===== src/sv/tep_pkg.sv =====
// ----------------------------------------------------------------------------
// tep_pkg: shared definitions for the touch event to pointer core
// Event field widths, event codes, register map, configuration struct and
// reset values used by the register file and the datapath.
// ----------------------------------------------------------------------------
`default_nettype none

package tep_pkg;

  // Default coordinate width for stored raw and held positions
  localparam int COORD_BITS_DEF = 16;

  // Fixed field widths
  localparam int TYPE_W   = 5;
  localparam int CODE_W   = 10;
  localparam int VALUE_W  = 32;
  localparam int BATCH_W  = 6;
  localparam int AXIS_W   = 16;
  localparam int SCALE_W  = 24;
  localparam int PTR_W    = 16;
  localparam int FRAC_W   = 16;

  // Stream packing widths
  localparam int IN_DATA_W  = 40;
  localparam int IN_USER_W  = TYPE_W + CODE_W;
  localparam int OUT_DATA_W = 40;

  // Register port widths
  localparam int APB_AW = 5;
  localparam int APB_DW = 32;

  // Event types and codes
  localparam logic [TYPE_W-1:0] TYPE_SYN    = 5'd0;
  localparam logic [TYPE_W-1:0] TYPE_ABS    = 5'd3;
  localparam logic [CODE_W-1:0] CODE_REPORT = 10'h000;
  localparam logic [CODE_W-1:0] CODE_POS_X  = 10'h035;
  localparam logic [CODE_W-1:0] CODE_POS_Y  = 10'h036;
  localparam logic [CODE_W-1:0] CODE_TRACK  = 10'h039;

  // Tracking ID value that marks a lifted finger
  localparam logic [VALUE_W-1:0] TRACK_LIFTED = 32'hFFFF_FFFF;

  // Without tracking IDs, a batch larger than this means a finger is down
  localparam logic [BATCH_W-1:0] BATCH_DOWN_MIN = 6'd2;

  typedef enum logic [1:0] {
    ORIENT_NONE    = 2'd0,
    ORIENT_QUARTER = 2'd1,
    ORIENT_HALF    = 2'd2,
    ORIENT_THREE_Q = 2'd3
  } orient_t;

  typedef enum logic [2:0] {
    REG_ORIENT   = 3'd0,
    REG_TRACK_EN = 3'd1,
    REG_X_MAX    = 3'd2,
    REG_Y_MAX    = 3'd3,
    REG_X_SCALE  = 3'd4,
    REG_Y_SCALE  = 3'd5
  } reg_idx_t;

  typedef struct packed {
    orient_t              orientation;
    logic                 track_en;
    logic [AXIS_W-1:0]    x_max;
    logic [AXIS_W-1:0]    y_max;
    logic [SCALE_W-1:0]   x_scale;
    logic [SCALE_W-1:0]   y_scale;
  } cfg_t;

  typedef struct packed {
    logic [TYPE_W-1:0]  ev_type;
    logic [CODE_W-1:0]  ev_code;
    logic [VALUE_W-1:0] ev_value;
    logic [BATCH_W-1:0] batch;
  } ev_t;

  // Register reset values
  localparam orient_t            RST_ORIENT   = ORIENT_NONE;
  localparam logic               RST_TRACK_EN = 1'b1;
  localparam logic [AXIS_W-1:0]  RST_AXIS_MAX = 16'd4095;
  localparam logic [SCALE_W-1:0] RST_SCALE    = 24'd65536;

endpackage

`default_nettype wire


===== src/sv/tep_regs.sv =====
// ----------------------------------------------------------------------------
// tep_regs: configuration register file
// APB-style write and read access to orientation, tracking mode, axis maxima
// and scale factors. Always ready; writes land on the access cycle.
// ----------------------------------------------------------------------------
`default_nettype none

module tep_regs
  import tep_pkg::*;
(
  input  wire logic              clk,
  input  wire logic              rst_n,
  input  wire logic              psel,
  input  wire logic              penable,
  input  wire logic              pwrite,
  input  wire logic [APB_AW-1:0] paddr,
  input  wire logic [APB_DW-1:0] pwdata,
  output logic      [APB_DW-1:0] prdata,
  output logic                   pready,
  output cfg_t                   cfg
);

  cfg_t     cfg_r;
  cfg_t     cfg_nxt;
  logic     wr_en;
  reg_idx_t idx;

  assign pready = 1'b1;
  assign wr_en  = psel && penable && pwrite;
  assign idx    = reg_idx_t'(paddr[APB_AW-1:2]);
  assign cfg    = cfg_r;

  // Decode the write request into the addressed register
  always_comb begin
    cfg_nxt = cfg_r;
    if (wr_en) begin
      unique case (idx)
        REG_ORIENT:   cfg_nxt.orientation = orient_t'(pwdata[1:0]);
        REG_TRACK_EN: cfg_nxt.track_en    = pwdata[0];
        REG_X_MAX:    cfg_nxt.x_max       = pwdata[AXIS_W-1:0];
        REG_Y_MAX:    cfg_nxt.y_max       = pwdata[AXIS_W-1:0];
        REG_X_SCALE:  cfg_nxt.x_scale     = pwdata[SCALE_W-1:0];
        REG_Y_SCALE:  cfg_nxt.y_scale     = pwdata[SCALE_W-1:0];
        default: begin
        end
      endcase
    end
  end

  always_ff @(posedge clk) begin
    if (!rst_n) begin
      cfg_r.orientation <= RST_ORIENT;
      cfg_r.track_en    <= RST_TRACK_EN;
      cfg_r.x_max       <= RST_AXIS_MAX;
      cfg_r.y_max       <= RST_AXIS_MAX;
      cfg_r.x_scale     <= RST_SCALE;
      cfg_r.y_scale     <= RST_SCALE;
    end else begin
      cfg_r <= cfg_nxt;
    end
  end

  // Read back the addressed register
  always_comb begin
    prdata = '0;
    unique case (idx)
      REG_ORIENT:   prdata = APB_DW'(cfg_r.orientation);
      REG_TRACK_EN: prdata = APB_DW'(cfg_r.track_en);
      REG_X_MAX:    prdata = APB_DW'(cfg_r.x_max);
      REG_Y_MAX:    prdata = APB_DW'(cfg_r.y_max);
      REG_X_SCALE:  prdata = APB_DW'(cfg_r.x_scale);
      REG_Y_SCALE:  prdata = APB_DW'(cfg_r.y_scale);
      default:      prdata = '0;
    endcase
  end

endmodule

`default_nettype wire


===== src/sv/touch_event_to_pointer_core.sv =====
// ----------------------------------------------------------------------------
// touch_event_to_pointer_core: multitouch event stream to pointer reports
// Tracks raw X/Y and finger state from absolute-axis events; on each sync
// report emits the down flag and the held pointer, rotated and scaled.
//
//   channel  dir  bus     request carries
//   in_*     in   stream  one input event (type, code, value, batch size)
//   out_*    out  stream  one pointer report (down flag, X, Y)
//   cfg_*    in   APB     register writes and reads
//
// One event per cycle sustained while the output is not stalled. An event
// is captured in the input register, then the decode, rotate and coordinate
// by 24-bit scale multiply settle into the output register. Non-report
// events produce nothing. A stalled output holds its report; the input keeps
// accepting while the stage can drain into the output register.
// Synchronous reset clears the stages, the tracking state and the registers.
// ----------------------------------------------------------------------------
`default_nettype none

module touch_event_to_pointer_core
  import tep_pkg::*;
#(
  parameter int COORD_BITS = COORD_BITS_DEF
) (
  input  wire logic                  clk,
  input  wire logic                  rst_n,
  // in_tdata: event_value [31:0], batch_size [37:32], zero pad [39:38]
  input  wire logic [IN_DATA_W-1:0]  in_tdata,
  // in_tuser: event_type [4:0], event_code [14:5]
  input  wire logic [IN_USER_W-1:0]  in_tuser,
  input  wire logic                  in_tvalid,
  output logic                       in_tready,
  // out_tdata: touch_down [0], pointer_x [16:1], pointer_y [32:17], zero pad [39:33]
  output logic      [OUT_DATA_W-1:0] out_tdata,
  output logic                       out_tvalid,
  input  wire logic                  out_tready,
  input  wire logic                  cfg_psel,
  input  wire logic                  cfg_penable,
  input  wire logic                  cfg_pwrite,
  input  wire logic [APB_AW-1:0]     cfg_paddr,
  input  wire logic [APB_DW-1:0]     cfg_pwdata,
  output logic      [APB_DW-1:0]     cfg_prdata,
  output logic                       cfg_pready
);

  localparam logic [COORD_BITS-1:0] CMAX = '1;
  localparam int SW = ((COORD_BITS > AXIS_W) ? COORD_BITS : AXIS_W) + 1;
  localparam int PW = (COORD_BITS > PTR_W) ? COORD_BITS : PTR_W;
  localparam int MW = COORD_BITS + SCALE_W;
  localparam int QW = MW - FRAC_W;

  // Clamp a signed event value to 0..CMAX
  function automatic logic [COORD_BITS-1:0] sat_value(input logic [VALUE_W-1:0] v);
    logic [COORD_BITS-1:0] r;
    if (v[VALUE_W-1]) begin
      r = '0;
    end else if (v > VALUE_W'(CMAX)) begin
      r = CMAX;
    end else begin
      r = v[COORD_BITS-1:0];
    end
    return r;
  endfunction

  // max - coord, floored at zero and clamped to CMAX
  function automatic logic [COORD_BITS-1:0] sat_sub(input logic [AXIS_W-1:0] a,
                                                    input logic [COORD_BITS-1:0] b);
    logic [SW-1:0] ae;
    logic [SW-1:0] be;
    logic [SW-1:0] d;
    logic [COORD_BITS-1:0] r;
    ae = SW'(a);
    be = SW'(b);
    d  = ae - be;
    if (ae < be) begin
      r = '0;
    end else if (d > SW'(CMAX)) begin
      r = CMAX;
    end else begin
      r = d[COORD_BITS-1:0];
    end
    return r;
  endfunction

  // coord * Q8.16 scale, drop the fraction, clamp to CMAX
  function automatic logic [COORD_BITS-1:0] scale_sat(input logic [COORD_BITS-1:0] c,
                                                      input logic [SCALE_W-1:0] s);
    logic [MW-1:0] p;
    logic [QW-1:0] q;
    logic [COORD_BITS-1:0] r;
    p = MW'(c) * MW'(s);
    q = p[MW-1:FRAC_W];
    if (q > QW'(CMAX)) begin
      r = CMAX;
    end else begin
      r = q[COORD_BITS-1:0];
    end
    return r;
  endfunction

  // Fit a held coordinate to the pointer field
  function automatic logic [PTR_W-1:0] to_ptr(input logic [COORD_BITS-1:0] h);
    logic [PW-1:0] e;
    e = PW'(h);
    return e[PTR_W-1:0];
  endfunction

  cfg_t cfg;

  tep_regs u_regs (
    .clk     (clk),
    .rst_n   (rst_n),
    .psel    (cfg_psel),
    .penable (cfg_penable),
    .pwrite  (cfg_pwrite),
    .paddr   (cfg_paddr),
    .pwdata  (cfg_pwdata),
    .prdata  (cfg_prdata),
    .pready  (cfg_pready),
    .cfg     (cfg)
  );

  // Input stage
  logic s1_valid_r, s1_valid_nxt;
  ev_t  s1_ev_r;
  ev_t  in_ev;
  logic in_fire;
  logic s1_adv;

  // Tracking state
  logic [COORD_BITS-1:0] raw_x_r, raw_x_nxt;
  logic [COORD_BITS-1:0] raw_y_r, raw_y_nxt;
  logic                  finger_r, finger_nxt;
  logic [COORD_BITS-1:0] held_x_r, held_x_nxt;
  logic [COORD_BITS-1:0] held_y_r, held_y_nxt;

  // Output register
  logic                  out_valid_r, out_valid_nxt;
  logic                  out_down_r;
  logic [COORD_BITS-1:0] out_x_r;
  logic [COORD_BITS-1:0] out_y_r;

  // Datapath terms
  logic                  is_abs;
  logic                  is_report;
  logic                  down;
  logic [COORD_BITS-1:0] rot_x;
  logic [COORD_BITS-1:0] rot_y;
  logic [COORD_BITS-1:0] sc_x;
  logic [COORD_BITS-1:0] sc_y;
  logic                  out_load;

  assign in_ev.ev_type  = in_tuser[TYPE_W-1:0];
  assign in_ev.ev_code  = in_tuser[IN_USER_W-1:TYPE_W];
  assign in_ev.ev_value = in_tdata[VALUE_W-1:0];
  assign in_ev.batch    = in_tdata[VALUE_W+BATCH_W-1:VALUE_W];

  // Decode the staged event
  assign is_abs    = (s1_ev_r.ev_type == TYPE_ABS);
  assign is_report = (s1_ev_r.ev_type == TYPE_SYN) && (s1_ev_r.ev_code == CODE_REPORT);
  assign down      = cfg.track_en ? finger_r : (s1_ev_r.batch > BATCH_DOWN_MIN);

  // Advance unless a report would overrun a full, stalled output
  assign s1_adv    = s1_valid_r && (!is_report || !out_valid_r || out_tready);
  assign in_tready = !s1_valid_r || s1_adv;
  assign in_fire   = in_tvalid && in_tready;
  assign out_load  = s1_adv && is_report;

  // Rotate the raw position against the axis maxima
  always_comb begin
    case (cfg.orientation)
      ORIENT_QUARTER: begin
        rot_x = raw_y_r;
        rot_y = sat_sub(cfg.x_max, raw_x_r);
      end
      ORIENT_HALF: begin
        rot_x = sat_sub(cfg.x_max, raw_x_r);
        rot_y = sat_sub(cfg.y_max, raw_y_r);
      end
      ORIENT_THREE_Q: begin
        rot_x = sat_sub(cfg.y_max, raw_y_r);
        rot_y = raw_x_r;
      end
      default: begin
        rot_x = raw_x_r;
        rot_y = raw_y_r;
      end
    endcase
  end

  assign sc_x = scale_sat(rot_x, cfg.x_scale);
  assign sc_y = scale_sat(rot_y, cfg.y_scale);

  // Update tracking and held state as the event leaves the stage
  always_comb begin
    raw_x_nxt  = raw_x_r;
    raw_y_nxt  = raw_y_r;
    finger_nxt = finger_r;
    held_x_nxt = held_x_r;
    held_y_nxt = held_y_r;
    if (s1_adv) begin
      if (is_abs) begin
        if (cfg.track_en && (s1_ev_r.ev_code == CODE_TRACK)) begin
          finger_nxt = (s1_ev_r.ev_value != TRACK_LIFTED);
        end else if (s1_ev_r.ev_code == CODE_POS_X) begin
          raw_x_nxt = sat_value(s1_ev_r.ev_value);
        end else if (s1_ev_r.ev_code == CODE_POS_Y) begin
          raw_y_nxt = sat_value(s1_ev_r.ev_value);
        end
      end else if (is_report && down) begin
        held_x_nxt = sc_x;
        held_y_nxt = sc_y;
      end
    end
  end

  // Hold or drain the stage and output valids
  always_comb begin
    s1_valid_nxt = s1_valid_r;
    if (in_fire) begin
      s1_valid_nxt = 1'b1;
    end else if (s1_adv) begin
      s1_valid_nxt = 1'b0;
    end
    out_valid_nxt = out_valid_r;
    if (out_load) begin
      out_valid_nxt = 1'b1;
    end else if (out_tready) begin
      out_valid_nxt = 1'b0;
    end
  end

  always_ff @(posedge clk) begin
    if (!rst_n) begin
      s1_valid_r  <= 1'b0;
      out_valid_r <= 1'b0;
      raw_x_r     <= '0;
      raw_y_r     <= '0;
      finger_r    <= 1'b0;
      held_x_r    <= '0;
      held_y_r    <= '0;
    end else begin
      s1_valid_r  <= s1_valid_nxt;
      out_valid_r <= out_valid_nxt;
      raw_x_r     <= raw_x_nxt;
      raw_y_r     <= raw_y_nxt;
      finger_r    <= finger_nxt;
      held_x_r    <= held_x_nxt;
      held_y_r    <= held_y_nxt;
    end
  end

  // Payload registers
  always_ff @(posedge clk) begin
    if (in_fire) begin
      s1_ev_r <= in_ev;
    end
    if (out_load) begin
      out_down_r <= down;
      out_x_r    <= held_x_nxt;
      out_y_r    <= held_y_nxt;
    end
  end

  assign out_tvalid = out_valid_r;
  assign out_tdata  = {(OUT_DATA_W - 2*PTR_W - 1)'(0), to_ptr(out_y_r), to_ptr(out_x_r),
                       out_down_r};

endmodule

`default_nettype wire


===== config.mk =====
export PLATFORM = sky130hd
export DESIGN_NAME = touch_event_to_pointer_core
export DESIGN_NICKNAME = d
export VERILOG_FILES = /design/src/sv/tep_pkg.sv /design/src/sv/tep_regs.sv /design/src/sv/touch_event_to_pointer_core.sv
export SDC_FILE = /design/constraint.sdc
export NUM_CORES = 2
export LEC_CHECK = 0
export ABC_AREA = 1
export BUFFER_PORTS_ARGS = -buffer_cell sky130_fd_sc_hd__buf_2
export CAP_MARGIN = 5
export CORE_MARGIN = 1
export CORE_UTILIZATION = 40
export DETAILED_ROUTE_END_ITERATION = 8
export MAX_ROUTING_LAYER = met4
export PLACE_DENSITY = 0.55
export SYNTH_ARGS = -nofsm -noshare
export SYNTH_HDL_FRONTEND = slang
export SYNTH_HIERARCHICAL = 1
export SYNTH_SLANG_ARGS = --single-unit
export TNS_END_PERCENT = 5

===== constraint.sdc =====
create_clock -name clk -period 8.4 [get_ports clk]
set_clock_uncertainty 0.2 [all_clocks]
set_input_delay 0 -clock clk [delete_from_list [all_inputs] [get_ports clk]]
set_output_delay 0 -clock clk [all_outputs]
set_load 0.02 [all_outputs]

# After elaboration in Yosys (flattened, before gate mapping)
# Index checks and enable logic that the tools add are counted.
totals:
  inputBits: 99
  wordCells: 97
  out_inout_bits: 75
  reg_bits: 236
classes:
  n_eq_ne: 13
  bitwise: 2
  addsub: 2
  order_cmp: 8
  mul: 2
  reduce_logical: 28
  muxes: 22
ops:
  columns: ["op", "n"]
  rows:
  - ["$mux 16", 14]
  - ["$pmux 24 s6", 1]
  - ["$pmux 16 s3", 2]
  - ["$mul 16x24->40", 2]
  - ["$gt 24x16->1 const B", 2]
  - ["$gt 17x16->1 const B", 2]
  - ["$sub 16x16->17", 2]
  - ["$gt 32x16->1 const B", 1]
  - ["$lt 16x16->1", 2]
  - ["$ne 32x32->1 const B", 1]
  - ["$eq 10x6->1 const B", 3]
  - ["$reduce_and 2->1", 6]
  - ["$logic_not 10->1", 1]
  - ["$logic_and 1x1->1", 8]
  - ["$eq 3x2->1 const B", 2]
  - ["$eq 3x3->1 const B", 2]
  - ["$gt 6x2->1 const B", 1]
  - ["$eq 5x2->1 const B", 1]
  - ["$logic_not 5->1", 1]
  - ["$mux 1", 5]
  - ["$reduce_and 5->1", 1]
  - ["$eq 2x2->1 const B", 2]
  - ["$reduce_and 4->1", 1]
  - ["$reduce_bool 2->1", 2]
  - ["7 further kinds", 12]

# Logic depth before layout (Yosys ltp)
logic_depth:
  ltp_word: 11
  mapped_depth: 49
  depth_no_buf: 47

# Hierarchy
# Netlist, hierarchy kept.
modules_own_cells:
  columns: ["module", "cells_each", "area_each_um2", "instances"]
  rows:
  - ["touch_event_to_pointer_core", 4352, 33467.1, 1]
  - ["tep_regs", 645, 4075.2, 1]

# Worst setup path after synthesis
# Ideal clock, no wire load.
synth_timing:
  path_kind: "register to register"
  from: "register u_regs.cfg_r (netlist bit u_regs/cfg[48])"
  to: "register out_y_r[11] (data pin)"
  arrival_ns: 7.770
  period_less_slack_ns: 8.220
  stages_incl_launch_ff: 46
  n_path_buf: 3
  path_slack_ns: 0.180
  cell_sequence: "dfxtp_1 inv_1 ha_1 fa_1 inv_1 nand3_1 nand2_1 nand2_1 nand2_1 nand2_2 nand2_4 clkbuf_1 nand2_1 nand2_1 o22ai_1 a31oi_1 nand2_1 nand2_1 [10 not listed] fa_1 inv_1 fa_1 inv_1 ha_1 a21oi_1 o21ai_0 o21bai_1 a221oi_1 nand2_2 a21oi_1 or2_0 nand4_1 nor2_4 buf_6 nand3_2 nand2_1 inv_1"
synth_via:
  elab_chain_cells: 11
  word_cells_on_any_way: 12
  cone_classes: "1 x add/sub; 1 x mul; 3 x order compare; 7 x mux"
synth_rtl:
  columns: ["element", "line_no", "text"]
  rows:
  - ["start, declared", "tep_regs.sv:23", "cfg_t cfg_r;"]
  - ["start signal, assigned", "tep_regs.sv:59", "cfg_r <= cfg_nxt;"]
  - ["$sub 16x16->17", "touch_event_to_pointer_core.sv:74", "d = ae - be;"]
  - ["$gt 17x16->1", "touch_event_to_pointer_core.sv:77", "end else if (d > SW'(CMAX)) begin"]
  - ["$mux 16", "touch_event_to_pointer_core.sv:77", null]
  - ["$mux 16 *", "touch_event_to_pointer_core.sv:75", "if (ae < be) begin"]
  - ["$pmux 16 s3 *", "touch_event_to_pointer_core.sv:171", "case (cfg.orientation)"]
  - ["$mul 16x24->40 *", "touch_event_to_pointer_core.sv:91", "p = MW'(c) * MW'(s);"]
  - ["$gt 24x16->1", "touch_event_to_pointer_core.sv:93", "if (q > QW'(CMAX)) begin"]
  - ["$mux 16 *", "touch_event_to_pointer_core.sv:93", null]
  - ["$mux 16 *", "touch_event_to_pointer_core.sv:210", "end else if (is_report && down) begin"]
  - ["$mux 16 *", "touch_event_to_pointer_core.sv:202", "if (is_abs) begin"]
  - ["$mux 16 *", "touch_event_to_pointer_core.sv:201", "if (s1_adv) begin"]
  - ["net held_y_nxt[11]", "touch_event_to_pointer_core.sv:135", "logic [COORD_BITS-1:0] held_y_r, held_y_nxt;"]
  - ["end signal, assigned", "touch_event_to_pointer_core.sv:261", "out_y_r <= held_y_nxt;"]
  - ["end, declared", "touch_event_to_pointer_core.sv:141", "logic [COORD_BITS-1:0] out_y_r;"]
# The timed path passes the listed nets; every way through them passes the cells marked *.
# A chain may end at the register's enable or synchronous reset.

# Worst setup path in the final report
layout_timing:
  from: "register raw_y_r[15]"
  to: "register out_y_r[15] (data pin)"
layout_via:
  elab_chain_cells: 11
  word_cells_on_any_way: 12
  cone_classes: "1 x add/sub; 1 x mul; 3 x order compare; 7 x mux"
layout_rtl:
  columns: ["element", "line_no", "text"]
  rows:
  - ["start, declared", "touch_event_to_pointer_core.sv:132", "logic [COORD_BITS-1:0] raw_y_r, raw_y_nxt;"]
  - ["start signal, assigned", "touch_event_to_pointer_core.sv:246", "raw_y_r <= raw_y_nxt;"]
  - ["$sub 16x16->17", "touch_event_to_pointer_core.sv:74", null]
  - ["$gt 17x16->1", "touch_event_to_pointer_core.sv:77", null]
  - ["$mux 16", "touch_event_to_pointer_core.sv:77", null]
  - ["$mux 16", "touch_event_to_pointer_core.sv:75", null]
  - ["$pmux 16 s3 *", "touch_event_to_pointer_core.sv:171", null]
  - ["$mul 16x24->40 *", "touch_event_to_pointer_core.sv:91", null]
  - ["$gt 24x16->1", "touch_event_to_pointer_core.sv:93", null]
  - ["$mux 16 *", "touch_event_to_pointer_core.sv:93", null]
  - ["$mux 16 *", "touch_event_to_pointer_core.sv:210", null]
  - ["$mux 16 *", "touch_event_to_pointer_core.sv:202", null]
  - ["$mux 16 *", "touch_event_to_pointer_core.sv:201", null]
  - ["net held_y_nxt[15]", "touch_event_to_pointer_core.sv:135", null]
# Marked as above.

==> results.cfg <==
[outcome]
status = complete, but fails checks
violations = setup timing

[setup_path]
path_max_fanout = 13
critPathKind = reg2reg
cpPeakStageDelay_ns = 0.58
worst_ep_arrival_time_ns = 8.60
cp-start-kind = register
worstRegToRegCells = 44
cp.required_ns = 8.55
regToRegSetupSlack_ns = -0.05
cp_slowest_cell = fa_1
reg2reg_from = raw_y_r[15]$_SDFFE_PN0P_
end_kind = register
crit_top_cell = fa_1
reg2reg_to = out_y_r[15]$_DFFE_PP_

[job]
cap_viol_max_count = 0

[synthesis]
syn-cell-area_um2 = 37500
ys_seq_elements = 236
syn_area_per_cell_um2 = 7.51
synth.largest_area_cell = fa_1
synth.top_cell.area_share_pct = 32.6
ys_warn_count = 6
synth_cell_types = 52
ys_top_cells_by_area = fa_1 33%, inv_1 11%, nand2_1 11%
seq_area_frac_synth_pct = 14.9
synthCells = 4997

[cells_and_area]
layout_commonest_cell = inv_1
final_nets = 6704
drive_gt1_share_pct = 21.1
fill_cells = 9031
area_delta_synth_final_pct = 28.3
final_cells = 7023
final_cell_mix = 1100 x inv_1, 1005 x nand2_1, 651 x nor2_1
fin_area_um2 = 48200

[timing]
rsz0062_at_grt = yes
finalWorstSetupSlack_ns = -0.0478
slew_viol_final = 0
setup_viol = 13
period_minus_slack_ns = 8.45
hold_viol = 0
relSlewSlack_pct = 23.4
max_freq_mhz = 118
worst_pin_slew_ns = 1.14
period_share_pct = 101
tns_ns = -0.356

[worst_hold_path]
holdCritStartpoint = cfg_pwdata[8]
hold_class = in2reg
min_to = u_regs/cfg[72]$_SDFFE_PN1P_
holdPathStages = 4

[clock_tree]
cts_tree = yes
htreeDepth = 2
clk-insertion-delay-late_ns = 0.60
cts-root-buf = clkbuf_16
clockBufferDepth = 3
cts_made_buffers = 34
clkSlewWorstSetupHoldPaths_ns = 0.06
cts_sinks = 236

[floorplanning]
coreArea_um2 = 93200
start_util_pct = 40.3
die_y_um = 308
die_w_um = 308
fp.dieArea_um2 = 95100
io_pins = 174
row_count = 112

[placed_design]
post_dp_cell_area_um2 = 43600
gp_congestion = 0.994
post-place-cells = 6776
port_buffers = 145
hpwlAfterDp_um = 110000

[global_routing]
grt_pass1_wl_um = 209000
overflow = 0
grt_pass1_vias = 35987
antenna_found_initial = 2
track_usage_pct = 29.9
grt_max_degree = 94

[power]
ir_drop_mv = 0.163
powerDensity_nw_per_um2 = 66.4
static-leakage-power_uw = 0.0244

[drt]
num_vias = 34777
drc = 0
avgViaCountPerCell = 4.95
routedWlPerCell_um = 19.3
dr.pass1.iters = 5
drtIter0Drc = 2699
ant_nets = 0
wl_um = 135000
repair_timing:
item	in CTS	in global routing
hold endpoints to repair	211	0
setup endpoints to repair	64	64
buffers inserted	6	25
pin swaps	31	122
gates resized for setup	95	317
cloned	2	3
hold buffers	147	0
metrics by stage:
step	util [%]	hold slack, ns	total power (uW)	setup slack [ns]
after global routing	51.7	0.0445	3320	-0.428
final	51.7	0.0418	3200	-0.0478
after floorplan	-	-0.101	1440	0.180
after CTS	50.1	0.00191	3200	-0.132
after detailed placement	46.8	-0.0219	1630	-0.534
after global placement	46.8	-0.0237	1630	-0.512
flip-flops by register name, summed over array words and instances (netlist names), 16 cells and up:
register and flops:
held_x_r 16, u_regs/cfg 83, out_y_r 16, s1_ev_r 53, held_y_r 16, raw_y_r 16, raw_x_r 16, out_x_r 16
worst max-delay path, delay by kind of cell, from the launching register on:
| kind | cells | cell delay, ns |
|---|---|---|
| and+or+nand+nor | 17 | 1.84 |
| AOI/OAI and AO/OA | 6 | 0.76 |
| DFF | 1 | 0.33 |
| adders and majority gates | 8 | 3.75 |
| buffers and inverters | 13 | 1.30 |
Yosys cell counts, drive strengths merged:
cell type / number
inv: 1140
nand2: 1102
nor2: 708
fa: 612
ha: 252
a21oi: 193
nand3: 167
dfxtp: 150
o21ai: 145
clkbuf: 107
edfxtp: 86
buf: 78
xor2: 35
a31oi: 33
nand4: 33
clkinv: 24
nor3: 23
nor4: 13
o21a: 13
o22ai: 12
xnor2: 11
or2: 10
and3: 9
o2111ai: 8
o211ai: 7
a211oi: 6
o221ai: 5
conb: 3
o21bai: 3
a21boi: 2
a221oi: 2
nand3b: 2
a21o: 1
a22oi: 1
nand2b: 1
final cells by class:
| cell class | instances | area (um^2) | area share (%) |
|---|---|---|---|
| clock inverters | 17 | 228 | 0.473 |
| clock buffers | 44 | 918 | 1.91 |
| inverters | 1164 | 4380 | 9.10 |
| flip-flops and latches | 236 | 5600 | 11.6 |
| multi-input cells | 3426 | 28200 | 58.6 |
| diodes | 3 | 7.51 | 0.0156 |
| well taps | 1254 | 1570 | 3.26 |
| repair buffers | 879 | 7250 | 15.1 |
how the worst max path moves through the flow:
| stage | slack (ns) | startpoint | depth (start not counted) | end |
|---|---|---|---|---|
| after floorplan | 0.18 | u_regs/cfg[48]$_SDFFE_PN1P_ | 45 | out_y_r[11]$_DFFE_PP_ |
| final | -0.05 | raw_y_r[15]$_SDFFE_PN0P_ | 44 | out_y_r[15]$_DFFE_PP_ |
| after detailed placement | -0.53 | u_regs/cfg[48]$_SDFFE_PN1P_ | 46 | out_y_r[4]$_DFFE_PP_ |
| after global placement | -0.51 | u_regs/cfg[48]$_SDFFE_PN1P_ | 46 | out_y_r[0]$_DFFE_PP_ |
| after CTS | -0.13 | u_regs/cfg[48]$_SDFFE_PN1P_ | 47 | out_x_r[4]$_DFFE_PP_ |
| after global routing | -0.43 | raw_y_r[15]$_SDFFE_PN0P_ | 45 | out_y_r[15]$_DFFE_PP_ |
cells by family (layout without fill, tap and decap cells):
kind of cell               count (synthesis)  count (layout)  share of synthesized area (%)
DFF                                      236             236                           14.9
buffers and inverters                   1349            2104                           14.0
AOI/OAI and AO/OA                        431             431                           6.31
xor gates and xnor gates                  46              46                           1.07
and+or+nand+nor                         2068            2069                           22.7
adders and majority gates                864             864                           41.0
other                                      3              19                         0.0300
power by group:
group | leakage (uW) | switching [uW] | internal (uW)
Combinational | 0.0219 | 278 | 195
Sequential | 0.00195 | 22.1 | 1210
Clock | 0.000556 | 637 | 861
layer usage:
layer / vias up / GRT usage (%) / share of wire, %
li1: 16380 / - / -
met1: 17011 / 37.7 / 42
met2: 1156 / 49.6 / 48
met3: 230 / 3.71 / 6.2
met4: 0 / 10.1 / 3.9
met5: - / - / 0
Power figures use the tool's default switching activity.
